File: src/rtl/i2cas_pkg.sv
// Package for the I2C address scanner: sequence steps, register indexes and line helpers.
`default_nettype none
package i2cas_pkg;

  // Number of addresses reported per scan by default
  localparam int unsigned MaxDevicesDflt = 24;

  // Width of the reported address count
  localparam int unsigned FoundW = 5;

  // Register indexes on the configuration port
  localparam int unsigned CfgIdxW = 2;
  localparam logic [CfgIdxW-1:0] CfgShortDelay    = 2'd0;
  localparam logic [CfgIdxW-1:0] CfgLongDelay     = 2'd1;
  localparam logic [CfgIdxW-1:0] CfgStretchTimout = 2'd2;
  localparam logic [CfgIdxW-1:0] CfgSettleDelay   = 2'd3;

  // Register reset values
  localparam logic [7:0]  ShortDelayRst     = 8'd2;
  localparam logic [7:0]  LongDelayRst      = 8'd4;
  localparam logic [15:0] StretchTimeoutRst = 16'd5000;
  localparam logic [15:0] SettleDelayRst    = 16'd200;

  // Highest 7-bit address probed
  localparam logic [6:0] LastAddress = 7'h7f;

  // Steps of the probe sequence
  typedef enum logic [4:0] {
    StIdle     = 5'd0,
    StSettle   = 5'd1,
    StIdleBus  = 5'd2,
    StStartLow = 5'd3,
    StClkLow   = 5'd4,
    StBitSet   = 5'd5,
    StBitHigh  = 5'd6,
    StBitLow   = 5'd7,
    StAckRel   = 5'd8,
    StAckHigh  = 5'd9,
    StAckLow   = 5'd10,
    StStopLow  = 5'd11,
    StStopClk  = 5'd12,
    StStopRel  = 5'd13
  } step_e;

  // Line releases as {scl, sda}; 1 releases the line
  typedef logic [1:0] lines_t;
  localparam lines_t LinesReleased = 2'b11;

  // Line releases that a step sets on entry
  function automatic lines_t step_lines(step_e step, logic data_bit);
    lines_t l;
    l = LinesReleased;
    case (step)
      StStartLow:          l = 2'b10;
      StClkLow:            l = 2'b00;
      StBitSet, StBitLow:  l = {1'b0, data_bit};
      StBitHigh:           l = {1'b1, data_bit};
      StAckRel, StAckLow:  l = 2'b01;
      StStopLow:           l = 2'b00;
      StStopClk:           l = 2'b10;
      default:             l = LinesReleased;
    endcase
    return l;
  endfunction

  // The settle, idle-bus, bit-high, ack-high and stop-clock steps release SCL and wait for it to read high first
  function automatic logic step_stretch(step_e step);
    return (step == StSettle) || (step == StIdleBus) || (step == StBitHigh) ||
           (step == StAckHigh) || (step == StStopClk);
  endfunction

endpackage
`default_nettype wire

File: src/rtl/i2c_address_scanner.sv
// Top level of the I2C address scanner: bit-banged probe of addresses 1 to 127.
`default_nettype none
// One request on the input channel is one tick of the bus timing base (action 0)
// or a scan start (action 1), with the sampled SDA and SCL levels. Each request
// yields exactly one result carrying the line releases to drive, the busy flag,
// any address found on that tick, the running found count and the end-of-scan
// pulse. A request is taken every clock cycle: the sequencer state advances in
// a single pass of logic as the request is accepted, and the result sits in one
// output register that is refilled in the same cycle it is taken, so input
// ready only drops while that register holds a result not yet taken. The result
// is valid in the cycle after its request is taken. Delays and the clock-stretch timeout
// are counted in ticks from the configuration registers, which should be
// written while no request is in flight; a write takes effect from the next
// request, also in the middle of a scan.
module i2c_address_scanner #(
  parameter int unsigned MAX_DEVICES = i2cas_pkg::MaxDevicesDflt
) (
  input  wire                            clk_i,
  input  wire                            rst_ni,
  // request channel
  input  wire                            in_valid_i,
  output logic                           in_ready_o,
  input  wire                            action_i,
  input  wire                            sda_level_i,
  input  wire                            scl_level_i,
  // result channel
  output logic                           out_valid_o,
  input  wire                            out_ready_i,
  output logic                           sda_release_o,
  output logic                           scl_release_o,
  output logic                           busy_res_o,
  output logic                           found_valid_o,
  output logic [6:0]                     found_address_o,
  output logic [i2cas_pkg::FoundW-1:0]   found_total_o,
  output logic                           scan_done_o,
  // configuration write channel
  input  wire                            cfg_valid_i,
  output logic                           cfg_ready_o,
  input  wire  [i2cas_pkg::CfgIdxW-1:0]  cfg_index_i,
  input  wire  [15:0]                    cfg_data_i
);

  localparam int unsigned CountCap = (MAX_DEVICES < 31) ? MAX_DEVICES : 31;
  localparam logic [i2cas_pkg::FoundW-1:0] CountCapW = CountCap[i2cas_pkg::FoundW-1:0];
  localparam logic [i2cas_pkg::FoundW-1:0] CountOne  = {{(i2cas_pkg::FoundW-1){1'b0}}, 1'b1};

  // configuration registers
  logic [7:0]  short_delay_q, long_delay_q;
  logic [15:0] stretch_timeout_q, settle_delay_q;

  // sequencer state
  i2cas_pkg::step_e                step_q, step_d;
  logic [2:0]                      bit_pos_q, bit_pos_d;
  logic [6:0]                      probe_q, probe_d;
  logic [15:0]                     wait_q, wait_d;
  logic                            stretch_q, stretch_d;
  logic                            ack_q, ack_d;
  logic [i2cas_pkg::FoundW-1:0]    count_q, count_d;
  i2cas_pkg::lines_t               drive_q, drive_d;

  // per-request outputs
  logic       fvalid, done;
  logic [6:0] faddr;

  logic in_accept, out_accept;

  assign cfg_ready_o = 1'b1;
  assign out_accept  = out_valid_o & out_ready_i;
  assign in_ready_o  = ~out_valid_o | out_ready_i;
  assign in_accept   = in_valid_i & in_ready_o;

  // Take configuration writes
  always_ff @(posedge clk_i or negedge rst_ni) begin
    if (!rst_ni) begin
      short_delay_q     <= i2cas_pkg::ShortDelayRst;
      long_delay_q      <= i2cas_pkg::LongDelayRst;
      stretch_timeout_q <= i2cas_pkg::StretchTimeoutRst;
      settle_delay_q    <= i2cas_pkg::SettleDelayRst;
    end else if (cfg_valid_i) begin
      unique case (cfg_index_i)
        i2cas_pkg::CfgShortDelay:    short_delay_q     <= cfg_data_i[7:0];
        i2cas_pkg::CfgLongDelay:     long_delay_q      <= cfg_data_i[7:0];
        i2cas_pkg::CfgStretchTimout: stretch_timeout_q <= cfg_data_i;
        i2cas_pkg::CfgSettleDelay:   settle_delay_q    <= cfg_data_i;
        default: ;
      endcase
    end
  end

  // Advance the probe sequence by one request
  always_comb begin
    logic [15:0]       wait_inc;
    logic [15:0]       dly_raw;
    logic [15:0]       dly;
    logic              enter;
    i2cas_pkg::step_e  nxt;
    logic [7:0]        addr_byte;

    step_d    = step_q;
    bit_pos_d = bit_pos_q;
    probe_d   = probe_q;
    wait_d    = wait_q;
    stretch_d = stretch_q;
    ack_d     = ack_q;
    count_d   = count_q;
    drive_d   = drive_q;
    fvalid    = 1'b0;
    faddr     = 7'd0;
    done      = 1'b0;
    enter     = 1'b0;
    nxt       = step_q;
    wait_inc  = wait_q + 16'd1;

    // delay of the current step, zero counts as one tick
    case (step_q)
      i2cas_pkg::StSettle: dly_raw = settle_delay_q;
      i2cas_pkg::StIdleBus, i2cas_pkg::StStartLow, i2cas_pkg::StClkLow,
      i2cas_pkg::StBitHigh, i2cas_pkg::StAckHigh, i2cas_pkg::StStopClk,
      i2cas_pkg::StStopRel: dly_raw = {8'd0, long_delay_q};
      default:              dly_raw = {8'd0, short_delay_q};
    endcase
    dly = (dly_raw == 16'd0) ? 16'd1 : dly_raw;

    if (action_i) begin
      // start a scan only from idle
      if (step_q == i2cas_pkg::StIdle) begin
        count_d   = '0;
        probe_d   = 7'd1;
        bit_pos_d = 3'd0;
        ack_d     = 1'b0;
        enter     = 1'b1;
        nxt       = i2cas_pkg::StSettle;
      end
    end else if (step_q != i2cas_pkg::StIdle) begin
      if (stretch_q) begin
        // wait for SCL high or give up at the timeout
        if (scl_level_i) begin
          stretch_d = 1'b0;
          wait_d    = '0;
        end else if (wait_inc >= stretch_timeout_q) begin
          stretch_d = 1'b0;
          wait_d    = '0;
        end else begin
          wait_d    = wait_inc;
        end
      end else begin
        wait_d = wait_inc;
        if (wait_inc >= dly) begin
          unique case (step_q)
            i2cas_pkg::StSettle:   begin enter = 1'b1; nxt = i2cas_pkg::StIdleBus;  end
            i2cas_pkg::StIdleBus:  begin enter = 1'b1; nxt = i2cas_pkg::StStartLow; end
            i2cas_pkg::StStartLow: begin enter = 1'b1; nxt = i2cas_pkg::StClkLow;   end
            i2cas_pkg::StClkLow: begin
              bit_pos_d = 3'd7;
              enter     = 1'b1;
              nxt       = i2cas_pkg::StBitSet;
            end
            i2cas_pkg::StBitSet:   begin enter = 1'b1; nxt = i2cas_pkg::StBitHigh;  end
            i2cas_pkg::StBitHigh:  begin enter = 1'b1; nxt = i2cas_pkg::StBitLow;   end
            i2cas_pkg::StBitLow: begin
              enter = 1'b1;
              if (bit_pos_q == 3'd0) begin
                nxt = i2cas_pkg::StAckRel;
              end else begin
                bit_pos_d = bit_pos_q - 3'd1;
                nxt       = i2cas_pkg::StBitSet;
              end
            end
            i2cas_pkg::StAckRel:   begin enter = 1'b1; nxt = i2cas_pkg::StAckHigh;  end
            i2cas_pkg::StAckHigh: begin
              ack_d = ~sda_level_i;
              enter = 1'b1;
              nxt   = i2cas_pkg::StAckLow;
            end
            i2cas_pkg::StAckLow:   begin enter = 1'b1; nxt = i2cas_pkg::StStopLow;  end
            i2cas_pkg::StStopLow:  begin enter = 1'b1; nxt = i2cas_pkg::StStopClk;  end
            i2cas_pkg::StStopClk:  begin enter = 1'b1; nxt = i2cas_pkg::StStopRel;  end
            i2cas_pkg::StStopRel: begin
              // report an acknowledge while the list has room
              if (ack_q && (count_q < CountCapW)) begin
                fvalid  = 1'b1;
                faddr   = probe_q;
                count_d = count_q + CountOne;
              end
              ack_d = 1'b0;
              if (probe_q == i2cas_pkg::LastAddress) begin
                done      = 1'b1;
                step_d    = i2cas_pkg::StIdle;
                stretch_d = 1'b0;
                wait_d    = '0;
                drive_d   = i2cas_pkg::LinesReleased;
              end else begin
                probe_d = probe_q + 7'd1;
                enter   = 1'b1;
                nxt     = i2cas_pkg::StIdleBus;
              end
            end
            default: begin
              step_d    = i2cas_pkg::StIdle;
              stretch_d = 1'b0;
              wait_d    = '0;
              drive_d   = i2cas_pkg::LinesReleased;
            end
          endcase
        end
      end
    end

    // set the lines of a new step and arm its stretch wait
    addr_byte = {probe_d, 1'b0};
    if (enter) begin
      step_d    = nxt;
      drive_d   = i2cas_pkg::step_lines(nxt, addr_byte[bit_pos_d]);
      stretch_d = i2cas_pkg::step_stretch(nxt);
      wait_d    = '0;
    end
  end

  // Hold sequencer state, advance on each accepted request
  always_ff @(posedge clk_i or negedge rst_ni) begin
    if (!rst_ni) begin
      step_q    <= i2cas_pkg::StIdle;
      bit_pos_q <= 3'd0;
      probe_q   <= 7'd0;
      wait_q    <= 16'd0;
      stretch_q <= 1'b0;
      ack_q     <= 1'b0;
      count_q   <= '0;
      drive_q   <= i2cas_pkg::LinesReleased;
    end else if (in_accept) begin
      step_q    <= step_d;
      bit_pos_q <= bit_pos_d;
      probe_q   <= probe_d;
      wait_q    <= wait_d;
      stretch_q <= stretch_d;
      ack_q     <= ack_d;
      count_q   <= count_d;
      drive_q   <= drive_d;
    end
  end

  // Result valid flag
  always_ff @(posedge clk_i or negedge rst_ni) begin
    if (!rst_ni) begin
      out_valid_o <= 1'b0;
    end else if (in_accept) begin
      out_valid_o <= 1'b1;
    end else if (out_accept) begin
      out_valid_o <= 1'b0;
    end
  end

  // Result payload
  always_ff @(posedge clk_i) begin
    if (in_accept) begin
      sda_release_o   <= drive_d[0];
      scl_release_o   <= drive_d[1];
      busy_res_o      <= (step_d != i2cas_pkg::StIdle);
      found_valid_o   <= fvalid;
      found_address_o <= faddr;
      found_total_o   <= count_d;
      scan_done_o     <= done;
    end
  end

`ifndef SYNTH
  // an accepted request always leaves a result
  a_result_after_accept: assert property (
    @(posedge clk_i) disable iff (!rst_ni) in_accept |=> out_valid_o)
    else $error("result missing after accepted request");

  // the end of a scan leaves the block idle
  a_done_idle: assert property (
    @(posedge clk_i) disable iff (!rst_ni) (out_valid_o && scan_done_o) |-> !busy_res_o)
    else $error("scan done while still busy");

  // both lines are released whenever no scan runs
  a_idle_released: assert property (
    @(posedge clk_i) disable iff (!rst_ni)
    (out_valid_o && !busy_res_o) |-> (sda_release_o && scl_release_o))
    else $error("line driven while idle");

  // a reported address is counted and never exceeds the cap
  a_found_counted: assert property (
    @(posedge clk_i) disable iff (!rst_ni)
    (out_valid_o && found_valid_o) |-> (found_total_o != '0 && found_address_o != 7'd0))
    else $error("found address not counted");

  a_count_cap: assert property (
    @(posedge clk_i) disable iff (!rst_ni) count_q <= CountCapW)
    else $error("found count above cap");
`endif

endmodule
`default_nettype wire

File: config.mk
export PLATFORM = sky130hd
export DESIGN_NAME = i2c_address_scanner
export DESIGN_NICKNAME = d
export VERILOG_FILES = /design/src/rtl/i2cas_pkg.sv /design/src/rtl/i2c_address_scanner.sv
export SDC_FILE = /design/constraint.sdc
export NUM_CORES = 1
export LEC_CHECK = 0
export BUFFER_PORTS_ARGS = -buffer_cell sky130_fd_sc_hd__buf_4
export CORE_MARGIN = 2
export CORE_UTILIZATION = 61
export CTS_CLUSTER_DIAMETER = 40
export DETAILED_ROUTE_END_ITERATION = 10
export GPL_TIMING_DRIVEN = 0
export PLACE_DENSITY = 0.79
export SYNTH_ARGS = -nofsm -noshare
export SYNTH_HDL_FRONTEND = slang
export SYNTH_SLANG_ARGS = --single-unit
export TNS_END_PERCENT = 1
File: constraint.sdc
create_clock -name clk_i -period 5.8 [get_ports clk_i]
set_input_delay 0 -clock clk_i [delete_from_list [all_inputs] [get_ports clk_i]]
set_output_delay 0 -clock clk_i [all_outputs]
set_load 0.05 [all_outputs]
==> impl_results.md <==
- Fill count: 777
- Synth Register Bits: 106
- I/O Buffers: 44
- HP Class: in -> reg
- Clock share of power: 0.205
- First-pass GRT wire length: 23.9 mm
- Combinational Power Share: 0.357
- Crit Path Category: reg -> reg
- Internal power: 0.00138 W
- Routed length per instance: 16.5 µm
- DRC viols: 0
- Reg area: 2750 µm²
- Terminus of the critical flop-to-flop path: sda_release_o$_DFFE_PP_
- CTS H-tree depth: 3
- Via count: 5103
- Detailed Place HPWL: 10.3 mm
- Setup bufs post-CTS: 0
- Crit path depth: 22
- Largest net degree at the start of global routing: 90
- CP delay by family, top: compound AO/OA/AOI/OAI gates
- Post-synthesis cell type count: 73
- Worst EP arrival: 5.54 ns
- Async set-reset flop share out of synthesis: 0.840
- Switching Share: 0.374
- Max Freq: 185 MHz
- Core Box Area: 10200 µm²
- Seq pwr share: 0.438
- Crit path top cell by count: nor2_1
- Crit path from: step_q[1]$_DFFE_PN0P_
- R2r setup slk: 0.41 ns
- Max-slew headroom: 0.156
- First-pass DRT Iterations: 5
- Final WL: 14.2 mm
- Area share of the largest cell type after synthesis: 0.303
- Max clock buf depth: 2
- GRT overflow: 0
- Worst IR Drop VDD: 181 µV
- RSZ-0062 raised after global routing: false
- Clk pin slew, worst setup/hold paths: 0.12 ns
- DR iter-0 viols: 326
- Clock root buffer: clkbuf_8
- Synth Instances: 642
- Top_reg_cell synth: dfrtp_1
- Final hold vios: 0
- Max cap viols: 0
- EDFF count, synth: 17
- CP endpoint: sda_release_o$_DFFE_PP_
- Die width: 106 µm
- R2R cell count: 22
- Die height: 106 µm
- Min Hold Slack: 0.153 ns
- CTS tree: built
- Period utilization: 0.930
- Final setup TNS: 0 ns
- Yosys warns: 0
- CP max FO: 10
- Cell Pwr Density: 302 nW/µm²
- Finished Cell Area: 7280 µm²
- Synth area leader: dfrtp_1
- IO Count: 46
- Syn Nets: 708
- Total Die Area: 11300 µm²
- Multi-input logic area: 3430 µm²
- Clock sink total: 106
- Slew Viols, Final: 0
- Switching power total: 0.000822 W
- Share of post-route cells with drive strength above 1: 0.209
- Seq/Total Area, Yosys: 0.433
- Initial Utilization: 0.622
- CP Data Required Time: 5.95 ns
- Worst-Margin Slew: 1.27 ns
- Reg2reg start: step_q[1]$_DFFE_PN0P_
- Final Power: 0.00220 W
- Crit start category: flip-flop
- Row cnt: 37
- ANT nets after route: 0
- Vias in the first global route: 5039
- CP endpoint kind: flip-flop
- CP max stage cell: a2111oi_0
- Initial antenna violation count: 0
- Crit-path cells: clkbuf_2, clkbuf_2, nor2_1, a211oi_1, a21oi_1, nor2_4, nor2_1, a21oi_1, nand3_1, o31ai_1, ha_1, nand2b_1, a2111oi_0, o32a_1, a21oi_4, buf_6, nand2_4, mux2i_1, and4_1, a31oi_1, a41oi_2, nor2_1
- Post-DP Area: 6860 µm²
- Pleak: 3.37 nW
- Inserted Diodes: 0
- Skew-Pair Late Insertion Delay: 0.39 ns
- Final #Nets: 784
- Tmin final: 5.39 ns
- Outcome: completed
- Final Skew: 0.0198 ns
- CP max stage delay: 0.47 ns
- Vias per cell: 5.94
- Area grow syn2layout: 14.5%
- Final core utilization: 0.712
- GP Congestion: 0.863
- Avg Inst Size Synth: 9.91 µm²
- Mapped cell area: 6360 µm²
- Total GRT Usage: 0.266
- Ranking of synthesized cells by area: dfrtp_1 30%, mux2_2 8.8%, edfxtp_1 8.0%, ha_1 7.9%, nand2_1 5.4%
- Final setup violation count: 0
- WP buf/inv: 3
- CTS buffer count: 9
-- cell type report --
| cell class | count | share of cell area |
|---|---|---|
| Multi-Input combinational cell | 488 | 0.470 |
| Tap cell | 136 | 0.0234 |
| Sequential cell | 106 | 0.378 |
| Buffer | 24 | 0.0158 |
| Timing Repair Buffer | 65 | 0.0742 |
| Clock inverter | 5 | 0.00636 |
| Clock buffer | 11 | 0.0194 |
| Inverter | 24 | 0.0124 |
-- cells in the final DEF, fill, tap and decap left out, types with 7 or more instances in the layout --
| cell | n |
|---|---|
| dfrtp_1 | 77 |
| clkbuf_8 | 10 |
| clkbuf_1 | 16 |
| a31oi_1 | 10 |
| and2_1 | 10 |
| dfstp_2 | 12 |
| o21ai_0 | 28 |
| a22o_1 | 11 |
| dlygate4sd3_1 | 21 |
| ha_1 | 40 |
| edfxtp_1 | 17 |
| mux2_2 | 50 |
| inv_1 | 22 |
| nor2_1 | 34 |
| nor3b_1 | 7 |
| nand3_1 | 16 |
| buf_4 | 45 |
| nand2b_1 | 23 |
| a21o_1 | 18 |
| a21oi_1 | 39 |
| nand4_1 | 9 |
| mux2i_1 | 8 |
| nand2_1 | 92 |
-- flip-flops by register name, indices dropped and copies added, names as in the netlist, 7 cells and up --
| signal | count |
|---|---|
| long_delay_q | 8 |
| settle_delay_q | 16 |
| found_address_o | 7 |
| short_delay_q | 8 |
| probe_q | 7 |
| wait_q | 16 |
| stretch_timeout_q | 16 |
-- layer usage --
metal | part of all wire | wire length (µm) | global-route usage | up-vias
met3 | 0.036 | 513 | 0.0399 | 19
met2 | 0.52 | 7340 | 0.471 | 122
met4 | 0.018 | 252 | 0.0771 | 0
li1 | - | - | - | 2485
met5 | 0 | 0 | 0 | -
met1 | 0.43 | 6060 | 0.338 | 2477
-- power by group through the flow --
stage	clock network [W]	registers (W)	logic (W)
after floorplan	0	0.000986	0.000527
after global placement	0	0.000970	0.000726
after detailed placement	0	0.000978	0.000762
after CTS	0.000455	0.000963	0.000780
after global routing	0.000484	0.000979	0.000875
final	0.000452	0.000964	0.000785
-- logic make-up after synthesis --
family | after synthesis | synth area share
AO/OA/AOI/OAI | 153 | 0.164
AND/OR/NAND/NOR | 227 | 0.175
adder cells (fa/ha/maj) | 40 | 0.0787
multiplexers | 61 | 0.109
flip-flops | 106 | 0.433
XOR/XNOR | 6 | 0.00826
buffers and inverters | 48 | 0.0319
other | 1 | 0.000589
-- worst min path at each step --
stage,end,slack (ns),cells after the start,start
floorplan,ack_q$_DFFE_PN0P_,-0.30,0,rst_ni
finish,short_delay_q[3]$_DFFE_PN0P_,0.15,3,cfg_index_i[0]
detailed placement,out_valid_o$_DFFE_PN0P_,0.21,2,in_valid_i
CTS,short_delay_q[3]$_DFFE_PN0P_,0.16,3,cfg_index_i[0]
global route,short_delay_q[3]$_DFFE_PN0P_,0.17,3,cfg_index_i[0]
global placement,out_valid_o$_DFFE_PN0P_,0.20,2,in_valid_i
-- worst min-delay path: cells and delay by family --
kind	cells	cell delay [ns]
AND/OR/NAND/NOR	1	0.15
multiplexers	1	0.27
buffers and inverters	1	0.09
-- timing repair --
item,4_1_cts,5_1_grt
hold endpoints to repair,127,0
endpoints found under the setup margin,16,24
hold buffers,21,0
resized for setup,2,6
pin swaps,0,0
-- cell usage after synthesis, drive strengths merged, types with 4 or more instances --
cell and count:
dfstp 12, nand2 93, a31oi 10, o21ai 33, inv 23, buf 7
nor3 6, mux2 52, a21o 18, a21oi 42, nand3 16, ha 40
nand4 9, a211oi 6, or3 4, xnor2 4, clkbuf 17, nor2 35
a22o 11, and3 4, nor3b 7, nand2b 23, and2 11, mux2i 9
o21a 5, dfrtp 77, edfxtp 17
-- through the flow --
step | setup WS, ns | cells
after CTS | 0.0350 | 859
after global routing | 0.00216 | 859
final | 0.405 | 859
after detailed placement | -0.265 | 822
after global placement | -0.149 | 822
after floorplan | 1.14 | 642
Note: power is estimated with default switching activity, not from simulation.
